<file path="src/rtl/ppt_pkg.sv">
// package for the pareto path table: status and state codes, compare results
// no dependencies
`default_nettype none
package ppt_pkg;
  localparam int unsigned StatusW = 3;
  localparam int unsigned IdW = 16;
  localparam int unsigned RowW = 32;
  localparam int unsigned FuzzW = 18;
  localparam int unsigned OneQ16 = 65536;
  localparam logic [FuzzW-1:0] FuzzReset = 18'd66191;

  typedef enum logic [2:0] {
    ST_EVICT  = 3'd0,
    ST_ACCEPT = 3'd1,
    ST_REJECT = 3'd2,
    ST_FULL   = 3'd3,
    ST_REPORT = 3'd4
  } status_e;

  typedef enum logic [1:0] {
    CMP_EQUAL     = 2'd0,
    CMP_BETTER1   = 2'd1,
    CMP_BETTER2   = 2'd2,
    CMP_DIFFERENT = 2'd3
  } cmp_e;

  typedef enum logic [2:0] {
    S_IDLE,
    S_READ,
    S_CMP,
    S_SHIFT,
    S_DONE
  } state_e;
endpackage
`default_nettype wire

</file>
<file path="src/rtl/ppt_fuzzy_cmp.sv">
// fuzzy pareto compare of two cost pairs by scaled product compares, one after another; go is taken only while idle
// depends on ppt_pkg
`default_nettype none
module ppt_fuzzy_cmp #(
  parameter int unsigned COST_WIDTH = 32
) (
  input  wire logic                    clk_i,
  input  wire logic                    rst_ni,
  input  wire logic                    go_i,
  input  wire logic [COST_WIDTH-1:0]   s1_i,
  input  wire logic [COST_WIDTH-1:0]   t1_i,
  input  wire logic [COST_WIDTH-1:0]   s2_i,
  input  wire logic [COST_WIDTH-1:0]   t2_i,
  input  wire logic [ppt_pkg::FuzzW-1:0] fuzz_i,
  output logic                         done_o,
  output ppt_pkg::cmp_e                fuzzy_o,
  output ppt_pkg::cmp_e                exact_o
);
  import ppt_pkg::*;
  localparam int unsigned PW = COST_WIDTH + FuzzW;

  // eight steps: fuzzy t1>t2, t2>t1, s1>s2, s2>s1 then the same exact
  logic [3:0] step_q, step_d;
  logic       busy_q, busy_d;
  logic [7:0] gt_q, gt_d;
  logic [COST_WIDTH-1:0] a, b;
  logic [FuzzW-1:0] f;
  logic [PW-1:0] pb_q;
  logic [PW-1:0] pb;

  always_comb begin
    unique case (step_q[1:0])
      2'd0: begin a = t1_i; b = t2_i; end
      2'd1: begin a = t2_i; b = t1_i; end
      2'd2: begin a = s1_i; b = s2_i; end
      default: begin a = s2_i; b = s1_i; end
    endcase
    f = step_q[2] ? FuzzW'(OneQ16) : fuzz_i;
    pb = PW'(b) * PW'(f);
  end

  logic       phase_q;
  logic [COST_WIDTH-1:0] a_q;

  always_ff @(posedge clk_i or negedge rst_ni) begin
    if (!rst_ni) begin
      step_q <= '0;
      busy_q <= 1'b0;
      phase_q <= 1'b0;
    end else begin
      step_q <= step_d;
      busy_q <= busy_d;
      phase_q <= busy_d ? ~phase_q & busy_q : 1'b0;
    end
  end

  always_ff @(posedge clk_i) begin
    gt_q <= gt_d;
    pb_q <= pb;
    a_q <= a;
  end

  // product registered, compare the following cycle
  always_comb begin
    step_d = step_q;
    busy_d = busy_q;
    gt_d = gt_q;
    done_o = 1'b0;
    if (!busy_q) begin
      if (go_i) begin
        busy_d = 1'b1;
        step_d = '0;
      end
    end else if (phase_q) begin
      gt_d[step_q[2:0]] = (PW'({a_q, 16'd0})) > pb_q;
      if (step_q == 4'd7) begin
        busy_d = 1'b0;
        done_o = 1'b1;
      end
      step_d = step_q + 4'd1;
    end
  end

  function automatic cmp_e resolve(input logic [3:0] g);
    cmp_e r;
    if (g[0]) r = g[3] ? CMP_DIFFERENT : CMP_BETTER2;
    else if (g[1]) r = g[2] ? CMP_DIFFERENT : CMP_BETTER1;
    else if (g[2]) r = CMP_BETTER2;
    else if (g[3]) r = CMP_BETTER1;
    else r = CMP_EQUAL;
    return r;
  endfunction

  assign fuzzy_o = resolve(gt_d[3:0]);
  assign exact_o = resolve(gt_d[7:4]);

  assert property (@(posedge clk_i) disable iff (!rst_ni) done_o |-> busy_q)
    else $error("done outside compare");
  assert property (@(posedge clk_i) disable iff (!rst_ni) done_o |=> !busy_q)
    else $error("compare did not finish");
  assert property (@(posedge clk_i) disable iff (!rst_ni) busy_q |-> step_q <= 4'd7)
    else $error("step out of range");
endmodule
`default_nettype wire

</file>
<file path="src/rtl/pareto_path_table.sv">
// top level of the pareto path table: sequencer, entry memory, report scan
// depends on ppt_pkg and ppt_fuzzy_cmp
//
// An add walks the stored entries in cost order; each entry costs one memory
// read plus a pass through the shared product/compare unit, and entries that
// are kept are compacted in place. Insertion then shifts the tail up one entry
// a cycle. busy is high throughout an add or a report. Each result is on
// result_valid_o for exactly one cycle and cannot be stalled; the final one
// carries last_o.
`default_nettype none
module pareto_path_table #(
  parameter int unsigned TABLE_DEPTH = 16,
  parameter int unsigned COST_WIDTH = 32
) (
  input  wire logic                      clk_i,
  input  wire logic                      rst_ni,
  input  wire logic                      start,
  output logic                           busy,
  input  wire logic                      kind_i,
  input  wire logic [15:0]               plan_id_i,
  input  wire logic [31:0]               startup_cost_i,
  input  wire logic [31:0]               total_cost_i,
  input  wire logic [31:0]               row_estimate_i,
  input  wire logic                      skip_for_cheapest_i,
  input  wire logic                      cfg_valid_i,
  output logic                           cfg_ready_o,
  input  wire logic [17:0]               cfg_data_i,
  output logic                           result_valid_o,
  output logic [2:0]                     status_o,
  output logic [15:0]                    first_id_o,
  output logic [15:0]                    second_id_o,
  output logic                           found_o,
  output logic                           last_o
);
  import ppt_pkg::*;
  localparam int unsigned AW = (TABLE_DEPTH > 1) ? $clog2(TABLE_DEPTH) : 1;
  localparam int unsigned CW = $clog2(TABLE_DEPTH + 1);
  localparam int unsigned EW = IdW + 2 * COST_WIDTH + RowW + 1;

  typedef struct packed {
    logic [IdW-1:0]        id;
    logic [COST_WIDTH-1:0] sc;
    logic [COST_WIDTH-1:0] tc;
    logic [RowW-1:0]       rows;
    logic                  skip;
  } entry_t;

  logic [EW-1:0] mem [TABLE_DEPTH];
  entry_t rd_q;
  logic [AW-1:0] raddr;
  logic          rd_en;
  logic          we;
  logic [AW-1:0] waddr;
  entry_t        wdata;

  always_ff @(posedge clk_i) begin
    if (we) mem[waddr] <= wdata;
    if (rd_en) rd_q <= mem[raddr];
  end

  logic [FuzzW-1:0] fuzz_q;
  assign cfg_ready_o = 1'b1;
  always_ff @(posedge clk_i or negedge rst_ni) begin
    if (!rst_ni) fuzz_q <= FuzzReset;
    else if (cfg_valid_i) fuzz_q <= cfg_data_i;
  end

  state_e state_q, state_d;
  logic [CW-1:0] cnt_q, cnt_d;   // entry count
  logic [CW-1:0] i_q, i_d;       // read index
  logic [CW-1:0] w_q, w_d;       // write index
  logic [CW-1:0] ins_q, ins_d;
  logic          acc_q, acc_d;
  logic          kind_q;
  entry_t        new_q;
  logic          fnd_q, fnd_d;
  entry_t        bs_q, bs_d, bt_q, bt_d;
  logic          rvalid_q, rvalid_d;  // rd_q holds entry i_q-1
  logic          res_v_d;
  status_e       res_st_d;
  logic [15:0]   res_a_d, res_b_d;
  logic          res_f_d, res_l_d;
  logic          cmp_go, cmp_done;
  cmp_e          fz, ex;

  ppt_fuzzy_cmp #(.COST_WIDTH(COST_WIDTH)) u_cmp (
    .clk_i, .rst_ni, .go_i(cmp_go),
    .s1_i(new_q.sc), .t1_i(new_q.tc), .s2_i(rd_q.sc), .t2_i(rd_q.tc),
    .fuzz_i(fuzz_q), .done_o(cmp_done), .fuzzy_o(fz), .exact_o(ex)
  );

  always_ff @(posedge clk_i or negedge rst_ni) begin
    if (!rst_ni) begin
      state_q <= S_IDLE;
      cnt_q <= '0;
      result_valid_o <= 1'b0;
    end else begin
      state_q <= state_d;
      cnt_q <= cnt_d;
      result_valid_o <= res_v_d;
    end
  end

  always_ff @(posedge clk_i) begin
    i_q <= i_d; w_q <= w_d; ins_q <= ins_d; acc_q <= acc_d;
    fnd_q <= fnd_d; bs_q <= bs_d; bt_q <= bt_d; rvalid_q <= rvalid_d;
    status_o <= res_st_d; first_id_o <= res_a_d; second_id_o <= res_b_d;
    found_o <= res_f_d; last_o <= res_l_d;
    if (start && !busy) begin
      kind_q <= kind_i;
      new_q <= '{id: plan_id_i, sc: COST_WIDTH'(startup_cost_i),
                 tc: COST_WIDTH'(total_cost_i), rows: row_estimate_i,
                 skip: skip_for_cheapest_i};
    end
  end

  assign busy = (state_q != S_IDLE);

  logic rm, rej;
  always_comb begin
    rm = 1'b0; rej = 1'b0;
    unique case (fz)
      CMP_EQUAL: begin
        if (new_q.rows < rd_q.rows) rm = 1'b1;
        else if (new_q.rows > rd_q.rows) rej = 1'b1;
        else if (ex == CMP_BETTER1) rm = 1'b1;
        else rej = 1'b1;
      end
      CMP_BETTER1: rm = (new_q.rows <= rd_q.rows);
      CMP_BETTER2: rej = (new_q.rows >= rd_q.rows);
      default: ;
    endcase
  end

  always_comb begin
    state_d = state_q; cnt_d = cnt_q; i_d = i_q; w_d = w_q; ins_d = ins_q;
    acc_d = acc_q; fnd_d = fnd_q; bs_d = bs_q; bt_d = bt_q; rvalid_d = 1'b0;
    res_v_d = 1'b0; res_st_d = ST_EVICT; res_a_d = '0; res_b_d = '0;
    res_f_d = 1'b0; res_l_d = 1'b0;
    raddr = i_q[AW-1:0]; rd_en = 1'b1; we = 1'b0; waddr = w_q[AW-1:0]; wdata = rd_q;
    cmp_go = 1'b0;
    unique case (state_q)
      S_IDLE: begin
        if (start) begin
          i_d = '0; w_d = '0; ins_d = '0; acc_d = 1'b1; fnd_d = 1'b0;
          state_d = S_READ;
        end
      end
      S_READ: begin
        // rd_q valid the cycle after address i_q is presented
        if (kind_q) begin
          if (rvalid_q && !rd_q.skip) begin
            fnd_d = 1'b1;
            if (!fnd_q) begin
              bs_d = rd_q; bt_d = rd_q;
            end else begin
              if ({bs_q.sc, bs_q.tc} >= {rd_q.sc, rd_q.tc}) bs_d = rd_q;
              if ({bt_q.tc, bt_q.sc} >= {rd_q.tc, rd_q.sc}) bt_d = rd_q;
            end
          end
          if (i_q < cnt_q) begin
            i_d = i_q + CW'(1); rvalid_d = 1'b1;
          end else if (!rvalid_q) begin
            res_v_d = 1'b1; res_st_d = ST_REPORT; res_l_d = 1'b1;
            res_f_d = fnd_q;
            res_a_d = fnd_q ? bt_q.id : '0;
            res_b_d = fnd_q ? bs_q.id : '0;
            state_d = S_IDLE;
          end
        end else if (rvalid_q) begin
          if (acc_q) begin
            // hold the entry under compare
            rd_en = 1'b0;
            cmp_go = 1'b1;
            state_d = S_CMP;
          end else begin
            // copy remaining entries down
            we = 1'b1; w_d = w_q + CW'(1);
            if (i_q < cnt_q) begin
              i_d = i_q + CW'(1); rvalid_d = 1'b1;
            end
          end
        end else if (i_q < cnt_q) begin
          i_d = i_q + CW'(1); rvalid_d = 1'b1;
        end else begin
          state_d = S_DONE;
        end
      end
      S_CMP: begin
        rd_en = 1'b0;
        if (cmp_done) begin
          if (rm) begin
            res_v_d = 1'b1; res_st_d = ST_EVICT; res_a_d = rd_q.id;
          end else begin
            if (rej) acc_d = 1'b0;
            else if (new_q.tc >= rd_q.tc) ins_d = w_q + CW'(1);
            we = 1'b1; w_d = w_q + CW'(1);
          end
          state_d = S_READ;
        end
      end
      S_DONE: begin
        cnt_d = w_q;
        if (!acc_q) begin
          res_v_d = 1'b1; res_st_d = ST_REJECT; res_a_d = new_q.id;
          res_l_d = 1'b1; state_d = S_IDLE;
        end else if (w_q >= CW'(TABLE_DEPTH)) begin
          res_v_d = 1'b1; res_st_d = ST_FULL; res_a_d = new_q.id;
          res_l_d = 1'b1; state_d = S_IDLE;
        end else begin
          i_d = w_q; state_d = S_SHIFT;
          raddr = AW'(w_q - CW'(1));
        end
      end
      S_SHIFT: begin
        // i_q is the slot to fill; rd_q holds entry i_q-1 the cycle after its read
        if (i_q > ins_q) begin
          if (rvalid_q) begin
            we = 1'b1; waddr = i_q[AW-1:0]; wdata = rd_q;
            i_d = i_q - CW'(1);
            raddr = AW'(i_q - CW'(2));
          end else begin
            raddr = AW'(i_q - CW'(1));
            rvalid_d = 1'b1;
          end
          if (rvalid_q && (i_q - CW'(1)) > ins_q) rvalid_d = 1'b1;
          else if (rvalid_q) rvalid_d = 1'b0;
        end else begin
          we = 1'b1; waddr = ins_q[AW-1:0]; wdata = new_q;
          cnt_d = w_q + CW'(1);
          res_v_d = 1'b1; res_st_d = ST_ACCEPT; res_a_d = new_q.id;
          res_l_d = 1'b1; state_d = S_IDLE;
        end
      end
      default: state_d = S_IDLE;
    endcase
  end

  assert property (@(posedge clk_i) disable iff (!rst_ni) cnt_q <= CW'(TABLE_DEPTH))
    else $error("entry count overflow");
  assert property (@(posedge clk_i) disable iff (!rst_ni)
    (result_valid_o && last_o) |-> !busy)
    else $error("final result while busy");
  assert property (@(posedge clk_i) disable iff (!rst_ni)
    (start && !busy) |=> busy)
    else $error("start not taken");
endmodule
`default_nettype wire
</file>
<file path="config.mk">
export PLATFORM = sky130hd
export DESIGN_NAME = pareto_path_table
export DESIGN_NICKNAME = d
export VERILOG_FILES = /design/src/rtl/ppt_pkg.sv /design/src/rtl/ppt_fuzzy_cmp.sv /design/src/rtl/pareto_path_table.sv
export SDC_FILE = /design/constraint.sdc
export NUM_CORES = 2
export LEC_CHECK = 0
export BUFFER_PORTS_ARGS = -buffer_cell sky130_fd_sc_hd__buf_4
export CAP_MARGIN = 30
export CORE_UTILIZATION = 50
export DETAILED_ROUTE_END_ITERATION = 16
export GPL_TIMING_DRIVEN = 0
export PLACE_DENSITY = 0.66
export SKIP_LAST_GASP = 1
export SYNTH_ARGS = -nofsm -noshare
export SYNTH_HDL_FRONTEND = slang
export SYNTH_SLANG_ARGS = --single-unit
</file>
<file path="constraint.sdc">
create_clock -name clk_i -period 24.1 [get_ports clk_i]
set_input_delay 1.205 -clock clk_i [delete_from_list [all_inputs] [get_ports clk_i]]
set_output_delay 1.205 -clock clk_i [all_outputs]
set_load 0.05 [all_outputs]
</file>
# [Word-level counts from Yosys, hierarchy flattened]
# Memories as Yosys holds them, arrays and structs flattened. A register that Yosys moved wholly into a read port is not among the register bits.
# Index checks and enable logic that the tools add are counted.
[classes] addsub=6 n_mul=1 order_cmp=14 n_eq_ne=34 mux=148 bitwise=5 n_reduce_logical=28
[op_table] operator="113-bit two-way mux" n=6
[op_table] operator="32-bit one-hot mux with 3 select lines" n=2
[op_table] operator="16-bit two-way mux" n=9
[op_table] operator="64-bit greater-or-equal comparator" n=2
[op_table] operator="5-bit two-way mux" n=19
[op_table] operator="32-bit greater-or-equal comparator" n=2
[op_table] operator="16-bit one-hot mux with 4 select lines" n=1
[op_table] operator="1-bit two-way mux" n=56
[op_table] operator="48-bit by 50-bit greater-than comparator with 1-bit output" n=1
[op_table] operator="32-bit by 18-bit multiplier with 50-bit output" n=1
[op_table] operator="4-bit two-way mux" n=10
[op_table] operator="3-bit two-way mux" n=12
[op_table] operator="2-bit != test, second input constant" n=17
[op_table] operator="32-bit greater-than comparator" n=1
[op_table] operator="32-bit <= comparator" n=1
[op_table] operator="32-bit less-than comparator" n=1
[op_table] operator="2-bit two-way mux" n=12
[op_table] operator="7-bit AND reduction" n=3
[op_table] operator="5-bit one-hot mux with 2 select lines" n=2
[op_table] operator="5-bit one-hot mux with 4 select lines" n=1
[op_table] operator="18-bit two-way mux" n=1
[op_table] operator="8-bit two-way mux" n=2
[op_table] operator="3-bit one-hot mux with 5 select lines" n=1
[op_table] operator="5-bit one-hot mux with 3 select lines" n=1
[op_table] operator="other kinds (41)" n=72
[totals] regBits=452 ram_bits=1808 inputBits=136 out_inout_bits=40 word_cells=270 memories=1
[memory_table] name="mem" words=16 word_bits=113 rd=1 rd_clocked_by_memory_dff=1 write_ports=1 line="pareto_path_table.sv:48" source="logic [EW-1:0] mem [TABLE_DEPTH];"

# [Depth between registers and ports, before layout]
[depth] ltp_word=21 mapped_depth=32 depth_no_buf=29

# [Hierarchy]
# Synthesis repeated with hierarchy kept, for this count alone.
[unflattened] cells_unflattened=8482 hier_area_um2=115359.4
[by_module_without_submodules] mod="pareto_path_table" instances=1 cells_each=5778 area_per_inst_um2=92575.0 seq_area_each_um2=67868.8
[by_module_without_submodules] mod="ppt_fuzzy_cmp" instances=1 cells_each=2704 area_per_inst_um2=22784.4 seq_area_each_um2=1951.9

# [Least setup slack after synthesis]
# OpenSTA, ideal clock, no wires.
[synth_timing] path_kind="register to register" start="register u_cmp.pb_q[19]" end="memory mem[4][0] in the netlist's numbering, enable pin" setup_ns=0.723 arrival_time_ns=10.308 t_required_ns=23.377 slack_ns=13.069 path_stages_with_launch=14 n_path_buf=2 period_less_slack_ns=11.031 cell_sequence="dfxtp_1 inv_1 ha_1 and4_4 nor2b_1 a2111oi_2 a21oi_2 o21ai_2 buf_2 a311oi_4 o31ai_4 a41oi_4 buf_6 nor3_1"
[synth_via] elab_chain_len=18 word_cells_on_any_way=28 cone_classes="order compare: 1; eq/ne: 2; mux: 24; reduce/logical: 1"
[synth_lines] item="start, declared" line="ppt_fuzzy_cmp.sv:28" source="logic [PW-1:0] pb_q;"
[synth_lines] item="start signal, assigned" line="ppt_fuzzy_cmp.sv:59" source="pb_q <= pb;"
[synth_lines] item="48-bit by 50-bit greater-than comparator with 1-bit output (*)" line="ppt_fuzzy_cmp.sv:75" source="gt_d[step_q[2:0]] = (PW'({a_q, 16'd0})) > pb_q;"
[synth_lines] item="8-bit bitwise mux (*)" line="ppt_fuzzy_cmp.sv:75"
[synth_lines] item="8-bit two-way mux (*)" line="ppt_fuzzy_cmp.sv:74" source="end else if (phase_q) begin"
[synth_lines] item="8-bit two-way mux (*)" line="ppt_fuzzy_cmp.sv:69" source="if (!busy_q) begin"
[synth_lines] item="1-bit two-way mux" line="ppt_fuzzy_cmp.sv:86, ppt_fuzzy_cmp.sv:89"
[synth_lines] item="2-bit two-way mux" line="ppt_fuzzy_cmp.sv:88" source="else if (g[2]) r = CMP_BETTER2;"
[synth_lines] item="2-bit two-way mux" line="ppt_fuzzy_cmp.sv:87" source="else if (g[1]) r = g[2] ? CMP_DIFFERENT : CMP_BETTER1;"
[synth_lines] item="2-bit two-way mux" line="ppt_fuzzy_cmp.sv:86" source="if (g[0]) r = g[3] ? CMP_DIFFERENT : CMP_BETTER2;"
[synth_lines] item="[... 2 more ...]"
[synth_lines] item="1-bit two-way mux" line="pareto_path_table.sv:125" source="else if (new_q.rows > rd_q.rows) rej = 1'b1;"
[synth_lines] item="1-bit two-way mux" line="pareto_path_table.sv:124" source="if (new_q.rows < rd_q.rows) rm = 1'b1;"
[synth_lines] item="1-bit one-hot mux with 2 select lines (*)" line="pareto_path_table.sv:122" source="unique case (fz)"
[synth_lines] item="1-bit two-way mux (*)" line="pareto_path_table.sv:192" source="if (rm) begin"
[synth_lines] item="1-bit two-way mux (*)" line="pareto_path_table.sv:191" source="if (cmp_done) begin"
[synth_lines] item="1-bit one-hot mux with 3 select lines (*)" line="pareto_path_table.sv:142" source="unique case (state_q)"
[synth_lines] item="1-bit two-way mux (*)" line="pareto_path_table.sv:57" source="if (we) mem[waddr] <= wdata;"
[synth_lines] item="1-bit two-way mux (implied by the code) (*)" line="pareto_path_table.sv:57"
[synth_lines] item="end, declared" line="pareto_path_table.sv:48"
# Mark *: on every way between the ends. The rest lies on a longest branch, timed or not.

# [Worst setup path after layout]
[layout_timing] start="register u_cmp.step_q[0]" end="register u_cmp.pb_q[47]"
[layout_via] elab_chain_len=3 word_cells_on_any_way=5 cone_classes="mul: 1; eq/ne: 2; mux: 1; reduce/logical: 1"
[layout_lines] item="start, declared" line="ppt_fuzzy_cmp.sv:23" source="logic [3:0] step_q, step_d;"
[layout_lines] item="start signal, assigned" line="ppt_fuzzy_cmp.sv:51" source="step_q <= step_d;"
[layout_lines] item="2-bit == test, or another cell as far along" line="ppt_fuzzy_cmp.sv:32" source="unique case (step_q[1:0])"
[layout_lines] item="32-bit one-hot mux with 3 select lines (*)" line="ppt_fuzzy_cmp.sv:32"
[layout_lines] item="32-bit by 18-bit multiplier with 50-bit output (*)" line="ppt_fuzzy_cmp.sv:39" source="pb = PW'(b) * PW'(f);"
[layout_lines] item="named net u_cmp.pb[47]" line="ppt_fuzzy_cmp.sv:29" source="logic [PW-1:0] pb;"
# Mark *: on every way through the listed nets, which the timed path passes. The rest lies on a longest branch.
# A chain may end at the register's enable or synchronous reset.

==> results.txt <==
----------------------------------------------------
[Placed design]
  Last weighted congestion value of the routability-driven placer ... slightly below 1
  Number of port buffers ... 173
  Detailed placement HPWL ... 243 mm

[STA]
  Tmin final ... about 10000 ps
  Total negative slack ... 0 ps
  Max Slew Vio Count ... 0
  Setup repair after global routing missed its margin ... no
  Final hold violation count ... 0
  Slew margin rel. ... 0.253
  Final worst-path cycle share ... 0.428
  Clock skew ... about 130 ps
  Maximum achievable frequency ... roughly 0.097 GHz
  Least-Margin Pin Slew ... approximately 1100 ps
  Total setup violations reported at the end of the flow ... 0

[Worst hold path]
  Hold crit path type ... input port to asynchronous set/reset pin

[Layout]
  Area growth syn-to-layout ... 14.9%
  Area occupied by multi-input gates ... 0.0424 mm2
  Post-layout nets ... between 9k and 10k
  Most used cells in the layout excluding fill and tap cells ... 2212 x sky130_fd_sc_hd__edfxtp_1, 1756 x sky130_fd_sc_hd__mux2i_1, 720 x sky130_fd_sc_hd__inv_1
  Footprint of the flip-flops and latches ... 0.0698 mm2
  Leading cell type in the layout, fill and taps excluded ... sky130_fd_sc_hd__edfxtp_1
  # fillers ... approximately 18k
  Layout cell share with drive strength beyond 1 ... 0.133

[Routing]
  Post-detailed-route DRC marker count ... 0
  Final routed wirelength across all metal layers ... 326 mm
  Remaining antenna violation count after routing ... 0
  Via count ... 69.5k
  TritonRoute pass-1 iters ... 12
  Wirelength per Cell ... around 27 um
  Number of violations reported at the end of detailed-routing iteration 0 ... just under 7k
  Ratio of routed vias to standard cells ... 5.79

[Clocking]
  Clock root cell ... sky130_fd_sc_hd__clkbuf_16
  Buffer levels on the longest clock path ... 3
  Clock-pin slew on the worst setup and hold paths ... around 70 ps
  Clk sink count ... 2373
  Cells resized by post-CTS repair ... 0
  Buffer count from post-CTS setup fixing ... 0
  Clock Latency Late Sink ... just over 900 ps
  Number of buffers inserted during clock tree synthesis ... around 230
  H-tree level count ... 4
  TritonCTS clock tree ... done
  Post-CTS Hold Buffers ... 0

[Synth]
  Async S/R FF share, synth ... 0.0139
  Cell count after synthesis ... approximately 8.0k
  Number of enable-type register cells in the synthesized netlist ... around 2.2k
  Most used DFF post-synth ... sky130_fd_sc_hd__edfxtp_1
  Synth unique cells ... 87
  Mean Syn Cell Area ... between 10 and 15 um2
  Count of synthesis-stage warnings from yosys ... 0
  Register bit count reported by yosys ... 2373
  Sequential area share after synthesis ... 0.600
  Cell Area, Synth ... around 0.12 mm2
  Synth Net Count ... 8989

[Die]
  # rows ... 176
  Die X ... 485 um
  Die Footprint ... around 0.23 mm2
  Initial core utilization ... 0.505
  CORE AREA ... ~0.23 mm2
  Die height ... 485 um
  Number of ports placed on the die boundary ... 176

[Critical path]
  Critical path endpoint category ... register
  Delay-heaviest family, CP ... adder cells
  Origin of the worst setup path ... u_cmp.step_q[0]
  Buffering stage count on the worst path with inverters included ... 9
  Arrival time at the worst endpoint ... roughly 11000 ps
  Peak per-stage delay on the critical path ... around 900 ps
  Kind of launch point of the worst setup path ... register
  Cell with the largest stage delay on the worst path ... sky130_fd_sc_hd__a2111oi_0
  Classification of the worst setup path ... register to register
  Data required time of the critical path ... 24780 ps
  Critical register-to-register path startpoint ... u_cmp.step_q[0]
  CP max FO ... 10

[Global route]
  Maximum number of pins on one net before global-route repair ... 34
  GR Util All Layers ... 0.277
  Antenna violations before repair ... 13
  Global-route wire length before repair ... about 470 mm
  Vias in the first global route ... roughly 70k
  Sum of overflow across all layers after global routing ... 0

[Status]
  Outcome ... completed

[Job]
  Max-cap violation count ... 0

----------------------------------------------------
==> flip-flops by register name, indices dropped and copies added, names as in the netlist, 8 cells and up <==
name         flops
bs_q            80
bt_q            80
first_id_o      16
fuzz_q          18
mem           1808
new_q          113
rd_q           113
second_id_o     16
u_cmp.a_q       32
u_cmp.gt_q       8
u_cmp.pb_q      50
==> cell type report <==
| cell class | count | share of cell area |
|---|---|---|
| Tap cell | 3026 | 0.0283 |
| Clock buffer | 280 | 0.0462 |
| Inverter | 721 | 0.0202 |
| Sequential cell | 2373 | 0.522 |
| Multi-Input combinational cell | 4541 | 0.317 |
| Clock inverter | 160 | 0.0138 |
| Antenna cell | 3 | 0.0000561 |
| Timing Repair Buffer | 548 | 0.0399 |
| Buffer | 365 | 0.0128 |
==> per-stage QoR <==
| stage | hold WS [ps] | cell area (um2) | worst slack, ps | std cells | util |
|---|---|---|---|---|---|
| after global placement | 460 | 122000 | 837 | 11200 | 0.527 |
| after global routing | 321 | 134000 | 13350 | 12000 | 0.580 |
| after detailed placement | 471 | 126000 | 13940 | 11600 | 0.544 |
| final | 332 | 134000 | 13780 | 12000 | 0.580 |
| after CTS | 293 | 134000 | 13810 | 12000 | 0.579 |
| after floorplan | 439 | 116000 | 13070 | 8000 | - |
==> logic make-up after synthesis <==
logic type,count (synthesis),share of synthesized area
DFF,2373,0.600
muxes,1804,0.156
and+or+nand+nor,1228,0.0458
buffers and inverters,1086,0.0378
adders and majority gates,853,0.123
AOI/OAI and AO/OA,603,0.0348
xor gates and xnor gates,52,0.00391
other,1,0.0000322
==> path summary, 6_finish.rpt <==
path	to	slack, ps	cells after the start
setup reg to reg	u_cmp.pb_q[47]	13780	31
setup / recovery	u_cmp.pb_q[47]	13780	31
hold reg to reg	u_cmp.gt_q[1]	490	2
hold / removal	result_valid_o	330	1
max in group asynchronous	fuzz_q[4]	23160	1
min in group clk_i	new_q[92]	460	1
==> Yosys cell counts, types with 4 or more instances <==
library cell / number / area (um2)
sky130_fd_sc_hd__xnor2_1: 35 / 307
sky130_fd_sc_hd__a211o_1: 6 / 52.6
sky130_fd_sc_hd__fa_1: 480 / 9610
sky130_fd_sc_hd__nor4_1: 10 / 62.6
sky130_fd_sc_hd__o21ai_0: 171 / 856
sky130_fd_sc_hd__o21ai_1: 13 / 65.1
sky130_fd_sc_hd__a31oi_1: 9 / 56.3
sky130_fd_sc_hd__and2_1: 21 / 131
sky130_fd_sc_hd__nor2b_1: 47 / 294
sky130_fd_sc_hd__ha_1: 373 / 4670
sky130_fd_sc_hd__o21a_1: 9 / 67.6
sky130_fd_sc_hd__o22ai_1: 11 / 68.8
sky130_fd_sc_hd__a21o_1: 100 / 751
sky130_fd_sc_hd__a22o_1: 16 / 140
sky130_fd_sc_hd__nor2_1: 286 / 1070
sky130_fd_sc_hd__mux2_2: 47 / 529
sky130_fd_sc_hd__a21oi_1: 105 / 526
sky130_fd_sc_hd__o31ai_1: 6 / 45.0
sky130_fd_sc_hd__a22oi_1: 32 / 240
sky130_fd_sc_hd__a221oi_1: 8 / 70.1
sky130_fd_sc_hd__and3_1: 25 / 156
sky130_fd_sc_hd__xor2_1: 17 / 149
sky130_fd_sc_hd__a211oi_1: 16 / 120
sky130_fd_sc_hd__a222oi_1: 37 / 370
sky130_fd_sc_hd__edfxtp_1: 2212 / 66400
sky130_fd_sc_hd__nand4_1: 52 / 325
sky130_fd_sc_hd__dfrtp_1: 26 / 651
sky130_fd_sc_hd__buf_2: 129 / 646
sky130_fd_sc_hd__inv_1: 720 / 2700
sky130_fd_sc_hd__or3_1: 4 / 25.0
sky130_fd_sc_hd__nor3_1: 35 / 175
sky130_fd_sc_hd__buf_1: 17 / 63.8
sky130_fd_sc_hd__buf_4: 41 / 308
sky130_fd_sc_hd__clkbuf_1: 176 / 661
sky130_fd_sc_hd__o221ai_1: 6 / 52.6
sky130_fd_sc_hd__o211ai_1: 10 / 75.1
sky130_fd_sc_hd__dfstp_2: 7 / 184
sky130_fd_sc_hd__nand2_1: 643 / 2410
sky130_fd_sc_hd__dfxtp_1: 128 / 2560
sky130_fd_sc_hd__or2_2: 8 / 50.1
sky130_fd_sc_hd__mux2i_1: 1757 / 17600
sky130_fd_sc_hd__nand2b_1: 54 / 338
sky130_fd_sc_hd__o21bai_1: 4 / 30.0
sky130_fd_sc_hd__a2111oi_0: 5 / 43.8
sky130_fd_sc_hd__nand3_1: 28 / 140
==> layer usage <==
metal,GRT usage,vias to the layer above,part of all wire
met3,0.0464,607,0.074
met2,0.439,2800,0.46
li1,-,30500,-
met5,0,-,0.000067
met1,0.382,35600,0.42
met4,0.110,4,0.044
Power is not shown: default switching activity piles up to over one toggle a cycle in this logic, so the estimate is an artifact.
